<file path="src/cnlc_pkg.sv">
`timescale 1ns / 1ps

package cnlc_pkg;

	// Width of the binary card number.
	localparam int NUM_W = 63;

	// Decimal digits needed for the largest NUM_W-bit value (log10(2) ~ 0.30103).
	localparam int DEC_DIGITS = (NUM_W * 30103) / 100000 + 1;
	localparam int BCD_W = DEC_DIGITS * 4;

	// Binary bits consumed by each conversion stage.
	localparam int BPS = 4;
	localparam int DD_STAGES = (NUM_W + BPS - 1) / BPS;
	localparam int PAD_W = DD_STAGES * BPS;

	// Field widths.
	localparam int CNT_W = 5;
	localparam int BRAND_W = 2;
	localparam int CFG_IDX_W = 2;
	localparam int CFG_DATA_W = 5;

	// Digit sums are formed in groups, then added in the next stage.
	localparam int GRP = 5;
	localparam int NGRP = (DEC_DIGITS + GRP - 1) / GRP;
	localparam int PSUM_W = $clog2(9 * GRP + 1);
	localparam int SUM_W = $clog2(9 * DEC_DIGITS + 1);

	// Reset values of the length limits.
	localparam logic [CNT_W-1:0] MIN_DIGITS_RST = CNT_W'(13);
	localparam logic [CNT_W-1:0] MAX_DIGITS_RST = CNT_W'(16);

	// Prefix digits used by the brand decode.
	localparam logic [3:0] DIG_ONE = 4'd1;
	localparam logic [3:0] DIG_THREE = 4'd3;
	localparam logic [3:0] DIG_FOUR = 4'd4;
	localparam logic [3:0] DIG_FIVE = 4'd5;
	localparam logic [3:0] DIG_SEVEN = 4'd7;

	typedef enum logic [CFG_IDX_W-1:0] {
		REG_MIN_DIGITS = 2'd0,
		REG_MAX_DIGITS = 2'd1
	} cfg_reg_t;

	typedef enum logic [BRAND_W-1:0] {
		BRAND_INVALID  = 2'd0,
		BRAND_PREFIX4  = 2'd1,
		BRAND_PREFIX5X = 2'd2,
		BRAND_PREFIX3X = 2'd3
	} brand_t;

	// One double-dabble step: correct every BCD digit of five or more, then shift in a bit.
	function automatic logic [BCD_W-1:0] dd_step(input logic [BCD_W-1:0] bcd, input logic b);
		logic [BCD_W-1:0] adj;
		adj = bcd;
		for (int i = 0; i < DEC_DIGITS; i++) begin
			if (bcd[4*i +: 4] >= 4'd5) begin
				adj[4*i +: 4] = bcd[4*i +: 4] + 4'd3;
			end
		end
		return {adj[BCD_W-2:0], b};
	endfunction

	// Doubled digit with a two-digit product folded into one digit.
	function automatic logic [3:0] luhn_dbl(input logic [3:0] d);
		logic [3:0] r;
		unique case (d)
			4'd0: r = 4'd0;
			4'd1: r = 4'd2;
			4'd2: r = 4'd4;
			4'd3: r = 4'd6;
			4'd4: r = 4'd8;
			4'd5: r = 4'd1;
			4'd6: r = 4'd3;
			4'd7: r = 4'd5;
			4'd8: r = 4'd7;
			4'd9: r = 4'd9;
			default: r = 4'd0;
		endcase
		return r;
	endfunction

	// Restoring reduction by ten times powers of two; true when the sum is a multiple of ten.
	function automatic logic is_mult10(input logic [SUM_W-1:0] s);
		logic [SUM_W-1:0] r;
		logic [SUM_W+3:0] k10;
		r = s;
		for (int k = SUM_W - 4; k >= 0; k--) begin
			k10 = (SUM_W + 4)'(10) << k;
			if ({4'b0000, r} >= k10) begin
				r = r - k10[SUM_W-1:0];
			end
		end
		return (r == '0);
	endfunction

endpackage

</file>
<file path="src/cnlc_dd_stage.sv">
`timescale 1ns / 1ps

module cnlc_dd_stage
	import cnlc_pkg::*;
(
	input  logic             clk,
	input  logic             arst_n,
	input  logic             in_valid,
	output logic             in_ready,
	input  logic [BCD_W-1:0] in_bcd,
	input  logic [PAD_W-1:0] in_bits,
	output logic             out_valid,
	input  logic             out_ready,
	output logic [BCD_W-1:0] out_bcd,
	output logic [PAD_W-1:0] out_bits
);

	logic             valid_s1;
	logic [BCD_W-1:0] bcd_s1;
	logic [PAD_W-1:0] bits_s1;
	logic [BCD_W-1:0] bcd_nxt;

	// The stage takes a new transfer when it is empty or its content moves on.
	assign in_ready = !valid_s1 || out_ready;

	// Shift the next BPS bits of the number, most significant first, into the BCD digits.
	always_comb begin
		bcd_nxt = in_bcd;
		for (int k = 0; k < BPS; k++) begin
			bcd_nxt = dd_step(bcd_nxt, in_bits[PAD_W-1-k]);
		end
	end

	always_ff @(posedge clk or negedge arst_n) begin
		if (!arst_n) begin
			valid_s1 <= 1'b0;
		end else if (in_ready) begin
			valid_s1 <= in_valid;
		end
	end

	always_ff @(posedge clk) begin
		if (in_ready && in_valid) begin
			bcd_s1  <= bcd_nxt;
			bits_s1 <= in_bits << BPS;
		end
	end

	assign out_valid = valid_s1;
	assign out_bcd   = bcd_s1;
	assign out_bits  = bits_s1;

endmodule

</file>
<file path="src/cnlc_verdict.sv">
`timescale 1ns / 1ps

module cnlc_verdict
	import cnlc_pkg::*;
(
	input  logic               clk,
	input  logic               arst_n,
	input  logic               in_valid,
	output logic               in_ready,
	input  logic [BCD_W-1:0]   in_bcd,
	input  logic [CNT_W-1:0]   min_digits,
	input  logic [CNT_W-1:0]   max_digits,
	output logic               out_valid,
	input  logic               out_ready,
	output logic [BRAND_W-1:0] brand,
	output logic [CNT_W-1:0]   digit_count,
	output logic               length_ok,
	output logic               luhn_ok
);

	// Stage 1: digit count, leading digits, group sums.
	logic              valid_s1;
	logic [CNT_W-1:0]  cnt_s1;
	logic [3:0]        lead_s1;
	logic [3:0]        second_s1;
	logic              has2_s1;
	logic [PSUM_W-1:0] psum_s1 [NGRP];

	// Stage 2: total sum and length check.
	logic             valid_s2;
	logic [CNT_W-1:0] cnt_s2;
	logic [3:0]       lead_s2;
	logic [3:0]       second_s2;
	logic             has2_s2;
	logic [SUM_W-1:0] sum_s2;
	logic             len_ok_s2;

	// Stage 3: Luhn verdict and brand, held as the output register.
	logic             valid_s3;
	logic [CNT_W-1:0] cnt_s3;
	logic             len_ok_s3;
	logic             luhn_ok_s3;
	brand_t           brand_s3;

	logic rdy_s1, rdy_s2, rdy_s3;

	logic [CNT_W-1:0]  cnt_c;
	logic [3:0]        lead_c;
	logic [3:0]        second_c;
	logic              has2_c;
	logic [PSUM_W-1:0] psum_c [NGRP];
	logic [SUM_W-1:0]  sum_c;
	logic              luhn_c;
	brand_t            brand_c;

	assign rdy_s3   = !valid_s3 || out_ready;
	assign rdy_s2   = !valid_s2 || rdy_s3;
	assign rdy_s1   = !valid_s1 || rdy_s2;
	assign in_ready = rdy_s1;

	// Highest nonzero digit sets the count and the leading pair; zero counts as one digit.
	always_comb begin
		cnt_c    = CNT_W'(1);
		lead_c   = in_bcd[3:0];
		second_c = 4'd0;
		has2_c   = 1'b0;
		for (int i = 1; i < DEC_DIGITS; i++) begin
			if (in_bcd[4*i +: 4] != 4'd0) begin
				cnt_c    = CNT_W'(i + 1);
				lead_c   = in_bcd[4*i +: 4];
				second_c = in_bcd[4*(i-1) +: 4];
				has2_c   = 1'b1;
			end
		end
	end

	// Luhn terms summed per group; every second digit from the right is doubled.
	always_comb begin
		for (int g = 0; g < NGRP; g++) begin
			psum_c[g] = '0;
			for (int j = 0; j < GRP; j++) begin
				if (g * GRP + j < DEC_DIGITS) begin
					if (((g * GRP + j) % 2) == 1) begin
						psum_c[g] = psum_c[g]
							+ PSUM_W'(luhn_dbl(in_bcd[4*(g*GRP+j) +: 4]));
					end else begin
						psum_c[g] = psum_c[g] + PSUM_W'(in_bcd[4*(g*GRP+j) +: 4]);
					end
				end
			end
		end
	end

	always_comb begin
		sum_c = '0;
		for (int g = 0; g < NGRP; g++) begin
			sum_c = sum_c + SUM_W'(psum_s1[g]);
		end
	end

	// Brand decode from the leading digits, only when both checks pass.
	always_comb begin
		luhn_c  = is_mult10(sum_s2);
		brand_c = BRAND_INVALID;
		if (len_ok_s2 && luhn_c) begin
			priority if (lead_s2 == DIG_FOUR) begin
				brand_c = BRAND_PREFIX4;
			end else if (lead_s2 == DIG_FIVE && has2_s2 && second_s2 >= DIG_ONE
				&& second_s2 <= DIG_FIVE) begin
				brand_c = BRAND_PREFIX5X;
			end else if (lead_s2 == DIG_THREE && has2_s2
				&& (second_s2 == DIG_FOUR || second_s2 == DIG_SEVEN)) begin
				brand_c = BRAND_PREFIX3X;
			end else begin
				brand_c = BRAND_INVALID;
			end
		end
	end

	// Valid bits of the three stages.
	always_ff @(posedge clk or negedge arst_n) begin
		if (!arst_n) begin
			valid_s1 <= 1'b0;
			valid_s2 <= 1'b0;
			valid_s3 <= 1'b0;
		end else begin
			if (rdy_s1) begin
				valid_s1 <= in_valid;
			end
			if (rdy_s2) begin
				valid_s2 <= valid_s1;
			end
			if (rdy_s3) begin
				valid_s3 <= valid_s2;
			end
		end
	end

	// Stage payloads load only when a transfer moves into them.
	always_ff @(posedge clk) begin
		if (rdy_s1 && in_valid) begin
			cnt_s1    <= cnt_c;
			lead_s1   <= lead_c;
			second_s1 <= second_c;
			has2_s1   <= has2_c;
			psum_s1   <= psum_c;
		end
		if (rdy_s2 && valid_s1) begin
			cnt_s2    <= cnt_s1;
			lead_s2   <= lead_s1;
			second_s2 <= second_s1;
			has2_s2   <= has2_s1;
			sum_s2    <= sum_c;
			len_ok_s2 <= (cnt_s1 >= min_digits) && (cnt_s1 <= max_digits);
		end
		if (rdy_s3 && valid_s2) begin
			cnt_s3     <= cnt_s2;
			len_ok_s3  <= len_ok_s2;
			luhn_ok_s3 <= luhn_c;
			brand_s3   <= brand_c;
		end
	end

	assign out_valid   = valid_s3;
	assign brand       = brand_s3;
	assign digit_count = cnt_s3;
	assign length_ok   = len_ok_s3;
	assign luhn_ok     = luhn_ok_s3;

endmodule

</file>
<file path="src/card_number_luhn_check.sv">
`timescale 1ns / 1ps

// Card number check: each card_number transfer yields one result with the decimal digit
// count, the length verdict against min_digits/max_digits, the Luhn mod-10 verdict and
// the brand (nonzero only when both checks pass). The block is fully pipelined and
// accepts one number per cycle while the output is not stalled. A result passes through
// the binary-to-decimal conversion, which shifts four bits of the number per stage,
// followed by three stages for the count and digit sums, the sum total and length
// compare, and the verdict. Backpressure on the output stalls the whole pipeline without
// loss. The limits are written through the configuration channel (index 0 minimum,
// 1 maximum; reset 13 and 16; other indexes are ignored) and should only change while no
// number is in flight.
module card_number_luhn_check
	import cnlc_pkg::*;
(
	input  logic                  clk,
	input  logic                  arst_n,
	input  logic                  in_valid,
	output logic                  in_ready,
	input  logic [NUM_W-1:0]      card_number,
	output logic                  out_valid,
	input  logic                  out_ready,
	output logic [BRAND_W-1:0]    brand,
	output logic [CNT_W-1:0]      digit_count,
	output logic                  length_ok,
	output logic                  luhn_ok,
	input  logic                  cfg_valid,
	output logic                  cfg_ready,
	input  logic [CFG_IDX_W-1:0]  cfg_index,
	input  logic [CFG_DATA_W-1:0] cfg_data
);

	logic [CNT_W-1:0] min_digits_q;
	logic [CNT_W-1:0] max_digits_q;

	logic             st_valid [DD_STAGES+1];
	logic             st_ready [DD_STAGES+1];
	logic [BCD_W-1:0] st_bcd   [DD_STAGES+1];
	logic [PAD_W-1:0] st_bits  [DD_STAGES+1];

	// Configuration writes complete in the cycle they are offered.
	assign cfg_ready = 1'b1;

	always_ff @(posedge clk or negedge arst_n) begin
		if (!arst_n) begin
			min_digits_q <= MIN_DIGITS_RST;
			max_digits_q <= MAX_DIGITS_RST;
		end else if (cfg_valid && cfg_ready) begin
			unique case (cfg_index)
				REG_MIN_DIGITS: min_digits_q <= cfg_data;
				REG_MAX_DIGITS: max_digits_q <= cfg_data;
				default: ;
			endcase
		end
	end

	// Conversion chain input: empty BCD digits and the number zero-extended to whole stages.
	assign st_valid[0] = in_valid;
	assign in_ready    = st_ready[0];
	assign st_bcd[0]   = '0;
	assign st_bits[0]  = PAD_W'(card_number);

	for (genvar s = 0; s < DD_STAGES; s++) begin : g_dd
		cnlc_dd_stage u_stage (
			.clk       (clk),
			.arst_n    (arst_n),
			.in_valid  (st_valid[s]),
			.in_ready  (st_ready[s]),
			.in_bcd    (st_bcd[s]),
			.in_bits   (st_bits[s]),
			.out_valid (st_valid[s+1]),
			.out_ready (st_ready[s+1]),
			.out_bcd   (st_bcd[s+1]),
			.out_bits  (st_bits[s+1])
		);
	end

	// Count, sums and verdict on the finished decimal digits.
	cnlc_verdict u_verdict (
		.clk         (clk),
		.arst_n      (arst_n),
		.in_valid    (st_valid[DD_STAGES]),
		.in_ready    (st_ready[DD_STAGES]),
		.in_bcd      (st_bcd[DD_STAGES]),
		.min_digits  (min_digits_q),
		.max_digits  (max_digits_q),
		.out_valid   (out_valid),
		.out_ready   (out_ready),
		.brand       (brand),
		.digit_count (digit_count),
		.length_ok   (length_ok),
		.luhn_ok     (luhn_ok)
	);

endmodule

</file>
<file path="config.mk">
export PLATFORM = sky130hd
export DESIGN_NAME = card_number_luhn_check
export DESIGN_NICKNAME = d
export VERILOG_FILES = /design/src/cnlc_pkg.sv /design/src/cnlc_dd_stage.sv /design/src/cnlc_verdict.sv /design/src/card_number_luhn_check.sv
export SDC_FILE = /design/constraint.sdc
export NUM_CORES = 2
export LEC_CHECK = 0
export ABC_AREA = 0
export BUFFER_PORTS_ARGS = -buffer_cell sky130_fd_sc_hd__buf_4
export CAP_MARGIN = 20
export CORE_ASPECT_RATIO = 1.2
export CORE_MARGIN = 2
export CORE_UTILIZATION = 40
export CTS_CLUSTER_DIAMETER = 40
export CTS_CLUSTER_SIZE = 40
export DETAILED_ROUTE_END_ITERATION = 6
export SLEW_MARGIN = 20
export SYNTH_ARGS = -nofsm -noshare
export SYNTH_HDL_FRONTEND = slang
export SYNTH_SLANG_ARGS = --single-unit
</file>
<file path="constraint.sdc">
create_clock -name clk -period 6.85 [get_ports clk]
set_input_delay 0.685 -clock clk [delete_from_list [all_inputs] [get_ports clk]]
set_output_delay 0.685 -clock clk [all_outputs]
set_load 0.01 [all_outputs]
</file>
# [Yosys cells after proc, flatten, opt, wreduce, memory -nomap -nowiden]
# Memories as Yosys holds them, arrays and structs flattened. A register that Yosys moved wholly into a read port is not among the register bits.
# Index checks and enable logic that the tools add are counted.
[classes] addsub=1030 mux=1078 magnitude_cmp=1016 div=0 eq_ne=6 bitwise=1 shifts=0 reduce_logical=91 mul=0
[op_table] operator="2-to-1 mux 4 bit" count=1003
[op_table] operator=">= comparator 4 x 3 -> 1 bit, second input constant" count=988
[op_table] operator="adder 4 x 2 -> 4 bit, second input constant" count=945
[op_table] operator="2-to-1 mux 3 bit" count=44
[op_table] operator="adder 3 x 2 -> 3 bit, second input constant" count=43
[op_table] operator="nonzero test 4 bit" count=18
[op_table] operator="adder 6 x 4 -> 6 bit" count=11
[op_table] operator="2-to-1 mux 5 bit" count=13
[op_table] operator="adder 1 x 2 -> 3 bit, second input constant" count=14
[op_table] operator=">= comparator 1 x 3 -> 1 bit, second input constant" count=14
[op_table] operator="2-to-1 mux 8 bit" count=5
[op_table] operator="logical AND 1 bit" count=26
[op_table] operator="adder 4 x 4 -> 5 bit" count=4
[op_table] operator="logical OR 1 bit" count=20
[op_table] operator="zero test 1 bit" count=19
[op_table] operator="OR reduction 17 bit" count=1
[op_table] operator="adder 8 x 6 -> 8 bit" count=2
[op_table] operator="equality test 4 x 3 -> 1 bit, second input constant" count=4
[op_table] operator="adder 1 x 2 -> 3 bit, both inputs constant" count=5
[op_table] operator=">= comparator 1 x 3 -> 1 bit, both inputs constant" count=5
[op_table] operator="2-to-1 mux 2 bit" count=5
[op_table] operator=">= comparator 8 x 4 -> 1 bit, second input constant" count=1
[op_table] operator=">= comparator 8 x 5 -> 1 bit, second input constant" count=1
[op_table] operator=">= comparator 8 x 6 -> 1 bit, second input constant" count=1
[op_table] operator="21 further kinds" count=30
[totals] elab_cells=3309 register_bits=1615 latchBits=0 mem_bits_rw=0 inputBits=75 mem_bits_ro=576 n_memories=9
[mem_list] memory="(no name shown)" depth=16 word_bits=4 read_ports=1 rd_clocked_by_memory_dff=1 write_ports=0 line_no="cnlc_pkg.sv:67" source="unique case (d)"
[mem_list] memory="(no name shown)" depth=16 word_bits=4 read_ports=1 rd_clocked_by_memory_dff=1 write_ports=0 line_no="cnlc_pkg.sv:67"
[mem_list] memory="(no name shown)" depth=16 word_bits=4 read_ports=1 rd_clocked_by_memory_dff=1 write_ports=0 line_no="cnlc_pkg.sv:67"
[mem_list] memory="(no name shown)" depth=16 word_bits=4 read_ports=1 rd_clocked_by_memory_dff=1 write_ports=0 line_no="cnlc_pkg.sv:67"
[mem_list] memory="(no name shown)" depth=16 word_bits=4 read_ports=1 rd_clocked_by_memory_dff=1 write_ports=0 line_no="cnlc_pkg.sv:67"
[mem_list] memory="(no name shown)" depth=16 word_bits=4 read_ports=1 rd_clocked_by_memory_dff=1 write_ports=0 line_no="cnlc_pkg.sv:67"
[mem_list] memory="+3 memories"

# [Longest topological paths before layout]
[depth] ltp_word=21 mapped_depth=30 mapped_depth_nobuf=30

# [By module]
# A second synthesis with hierarchy kept.
[unflattened] cells_unflattened=26191 hier_area_um2=226350.8
[modules_own_cells] mod="cnlc_dd_stage" n_inst=16 area_each_um2=13655.6 cells_per_inst=1584 seq_area_each_um2=4108.9
[modules_own_cells] mod="cnlc_verdict" n_inst=1 area_each_um2=7452.1 cells_per_inst=822 seq_area_each_um2=2177.1
[modules_own_cells] mod="card_number_luhn_check" n_inst=1 area_each_um2=409.1 cells_per_inst=25 seq_area_each_um2=255.2

# [Worst setup path after synthesis]
# No wires, ideal clock.
[synth_timing] path_type="input to register" startpoint="input port out_ready" endpoint="register g_dd[10].u_stage.bcd_s1[0], enable pin" path_slack_ns=-0.627 path_stages=6 arrival_ns=6.847 required_time_ns=6.220 setup_time_ns=0.630 path_buffers=0 cell_sequence="nor2b_1 -> nand2_1 -> nor2_1 -> and2_1 -> and3_1 -> a21boi_0"
[synth_between] elab_chain_cells=10
[synth_rtl] item="start: declaration" line_no="card_number_luhn_check.sv:22" source="input logic out_ready,"
[synth_rtl] item="logical OR 1 bit" line_no="cnlc_verdict.sv:56" source="assign rdy_s3 = !valid_s3 || out_ready;"
[synth_rtl] item="logical OR 1 bit" line_no="cnlc_verdict.sv:57" source="assign rdy_s2 = !valid_s2 || rdy_s3;"
[synth_rtl] item="logical OR 1 bit" line_no="cnlc_verdict.sv:58" source="assign rdy_s1 = !valid_s1 || rdy_s2;"
[synth_rtl] item="logical OR 1 bit (6 in series)" line_no="cnlc_dd_stage.sv:24" source="assign in_ready = !valid_s1 || out_ready;"
[synth_rtl] item="logical AND 1 bit" line_no="cnlc_dd_stage.sv:43" source="if (in_ready && in_valid) begin"
[synth_rtl] item="end signal: assignment" line_no="cnlc_dd_stage.sv:44" source="bcd_s1 <= bcd_nxt;"
[synth_rtl] item="end: declaration" line_no="cnlc_dd_stage.sv:19" source="logic [BCD_W-1:0] bcd_s1;"
# No other way between the ends.
# A chain may end at the register's enable or synchronous reset.

==> reports/metrics.yaml <==
drt:
  initialDrtViolationCount: 2775
  totalWireLength_microns: 202000
  drt_first_pass_iters: 6
  post-route-drc-count: 0
  vias: 77325
  post_drt_via_cell_ratio: 5.12
  detail-route-antenna-nets: 0
  post_drt_wl_per_cell_microns: 13.4
die:
  die_area_sq_um: 273000
  die_y_microns: 572
  start_util_pct: 40.2
  dieWidth_microns: 477
  fp-row-count: 208
  boundaryPins: 87
  placeableCoreArea_sq_um: 267000
layout:
  layout_common_cells: "ha_1 (1331), inv_1 (1319), edfxtp_1 (1234), a21oi_1 (870), mux2i_1 (738)"
  layout_commonest_cell: "ha_1"
  multiInputGateArea_sq_um: 63900
  filler_cell_count: 24565
  num-nets-final: 12767
  flow.area_growth_from_synthesis_pct: 13.2
  final-seq-area_sq_um: 38500
  drive_gt1_share_pct: 8.97
yosys:
  syn_area_sq_um: 107000
  muxShareOfSynthArea_pct: 11.1
  proportion_of_register_bits_with_asynchronous_set_or_reset_after_synthesis_pct: 2.23
  synth_nets: 12390
  synth_simple_gate_area_share_pct: 13.3
  synth_cell_types: 101
  synth_enable_flop_cells: 1234
  synth.ff_latch_count: 1299
  ys_warnings: 0
  synthFlopType: "edfxtp_1"
  yosysSeqAreaShare_pct: 35.9
  syn_area_per_cell_sq_um: 9.81
  number_of_cells_produced_by_synthesis: 10943
  yosys.area_share.xor_xnor_pct: 5.23
  synth_compound_gate_area_share_pct: 13.4
  largest_family_of_logic_cells_by_synthesized_area: "adder cells"
  yosys.area_share.adder_pct: 16.3
sta:
  timing_hold_violations_final: 0
  timing.max_slew.rel_slack_pct: 28.8
  setup_violations: 0
  clock-skew-final_ns: 0.123
  transition_at_the_pin_with_the_smallest_max_transition_slack_ns: 1.07
  setup_repair_after_global_routing_missed_its_margin: "false"
  ratio_of_final_minimum_period_to_clock_period_pct: 91.3
  setup-tns-final_ns: 0
  final-max-slew-violation-count: 0
  final.min_clock_period_ns: 6.26
  clock.fmax_mhz: 160
clock_tree:
  number_of_h_tree_levels: 4
  tritoncts: "built"
  post_cts.repair.setup_buffers: 0
  cts_buffer_depth: 4
  worst_skew_pair.late_latency_ns: 0.92
  clock_tree.root_cell: "clkbuf_16"
  numCtsBuffers: 234
  path_clk_slew_ns: 0.05
  cts.sinks: 1299
setup_path:
  worst_setup_path_end_kind: "flop"
  critical_path_class: "reg2reg"
  setup.worst_path.start_class: "flop"
  crit_path_max_fo: 8
  cp.required_ns: 7.57
  crit_arrival_ns: 6.98
run_status:
  status: "complete, no violations"
place:
  io_buffers: 85
  place.detailed.hpwl_microns: 157000
  global_placement_routability_congestion: 0.845
flow_run:
  timing.max_cap.violations: 0
worst_hold_path:
  timing.hold.worst.class: "in2reg"
global_route:
  grt_max_degree: 81
  via_count_of_the_first_global_routing_pass: 78685
  grt.overflow.total: 0
  grt_antenna_before_repair: 5
  grt_first_pass_wirelength_microns: 347000
  global_route_usage_sum_pct: 14.6
## synthesized netlist by cell type (all sizes together), types with 359 or more instances
master | n | area share [%]
inv | 1329 | 4.6
o21ai | 724 | 3.4
ha | 1331 | 16
xnor2 | 607 | 5.0
mux2 | 397 | 4.2
nor2 | 730 | 2.6
nand2 | 474 | 1.7
mux2i | 740 | 6.9
nor2b | 359 | 2.1
a21oi | 872 | 4.1
nand2b | 412 | 2.4
edfxtp | 1234 | 35
## layer usage
metal	share of wire, %	GRT usage (%)
met1	39	14.6
met2	55	30.2
met3	2.7	1.90
met4	2.9	4.74
met5	0	0
## sequential cells by signal, summed over array words and instances (netlist names), named ones only
register	flops
u_verdict.lead_s1	4
u_verdict.second_s2	4
u_verdict.valid_s1	1
g_dd.u_stage.out_bits	480
u_verdict.cnt_s2	5
min_digits_q	5
u_verdict.psum_s1	24
u_verdict.valid_s2	1
u_verdict.luhn_ok	1
u_verdict.len_ok_s2	1
u_verdict.out_valid	1
u_verdict.digit_count	5
g_dd.u_stage.out_bcd	684
u_verdict.length_ok	1
u_verdict.sum_s2	8
u_verdict.second_s1	4
u_verdict.cnt_s1	5
u_verdict.has2_s1	1
g_dd.u_stage.out_valid	16
max_digits_q	5
u_verdict.lead_s2	4
u_verdict.brand	2
u_verdict.has2_s2	1
## area by class of cell
type | count | share of cell area, %
flip-flops and latches | 1299 | 31.7
clock inverters | 181 | 1.77
inverters | 1329 | 4.11
well taps | 3570 | 3.68
clock buffers | 251 | 4.91
diodes | 3 | 0.00618
multi-input cells | 8272 | 52.5
repair buffers | 184 | 1.30
## stage by stage
stage               util [%]  cell area [sq um]  instances  hold WS (ns)  setup slack [ns]
detailed placement      42.2             113000      14587         0.405             0.455
global placement        42.2             113000      14587         0.400             0.482
global route            45.5             122000      15088        0.0513            0.0320
floorplan                  -             107000      10943         0.389              1.35
CTS                     45.4             121000      15084       0.00788             0.414
finish                  45.5             122000      15089        0.0744             0.595
## worst paths after layout
path / start / end / slack [ns] / cells after the start
max: g_dd[14].u_stage.out_bcd[52]$_DFFE_PP_ / flop / 0.59 / 27
min: cfg_data[2] / min_digits_q[2]$_DFFE_PN1P_ / 0.07 / 3
max reg2reg: g_dd[14].u_stage.out_bcd[52]$_DFFE_PP_ / flop / 0.59 / 27
min reg2reg: g_dd[5].u_stage.out_bits[28]$_DFFE_PP_ / g_dd[6].u_stage.out_bits[32]$_DFFE_PP_ / 0.36 / 0
max in group asynchronous: arst_n / g_dd[9].u_stage.out_valid$_DFFE_PN0P_ / 6.12 / 2
min in group asynchronous: arst_n / g_dd[3].u_stage.out_valid$_DFFE_PN0P_ / 0.29 / 2
## what timing repair did
action / CTS / global route
hold buffers: 65 / 0
endpoints found under the setup margin: 0 / 8
hold endpoints to repair: 89 / 0
gates resized for setup: 0 / 3
## cell families after synthesis
family | Yosys count
adders and majority gates | 1373
AOI/OAI and AO/OA | 2395
xor gates and xnor gates | 641
buffers and inverters | 1372
muxes | 1137
other | 1
DFF | 1299
and+or+nand+nor | 2725
## worst max-delay path, cell delays in order, from the launching register on
cell and delay (ns):
edfxtp_1 0.48, inv_1 0.11, ha_1 0.25, nand2b_1 0.13, a211o_1 0.35, and2_1 0.18, inv_1 0.08, ha_1 0.27
nand2b_1 0.14, a31oi_2 0.32, nor2_1 0.13, nor2_1 0.18, ha_1 0.24, nand2b_1 0.15, a31oi_1 0.23, a2bb2oi_2 0.31
o21ai_0 0.17, xor2_1 0.21, inv_1 0.10, ha_1 0.19, nand2b_1 0.19, and3_1 0.21, a211o_1 0.31, nor3_2 0.21
mux2i_1 0.27, o21ai_1 0.19, or3_1 0.41, a21oi_1 0.14
Power is left out: the tool's default activity adds up to more than one toggle a clock period on the data nets, which glitch-free logic cannot reach.
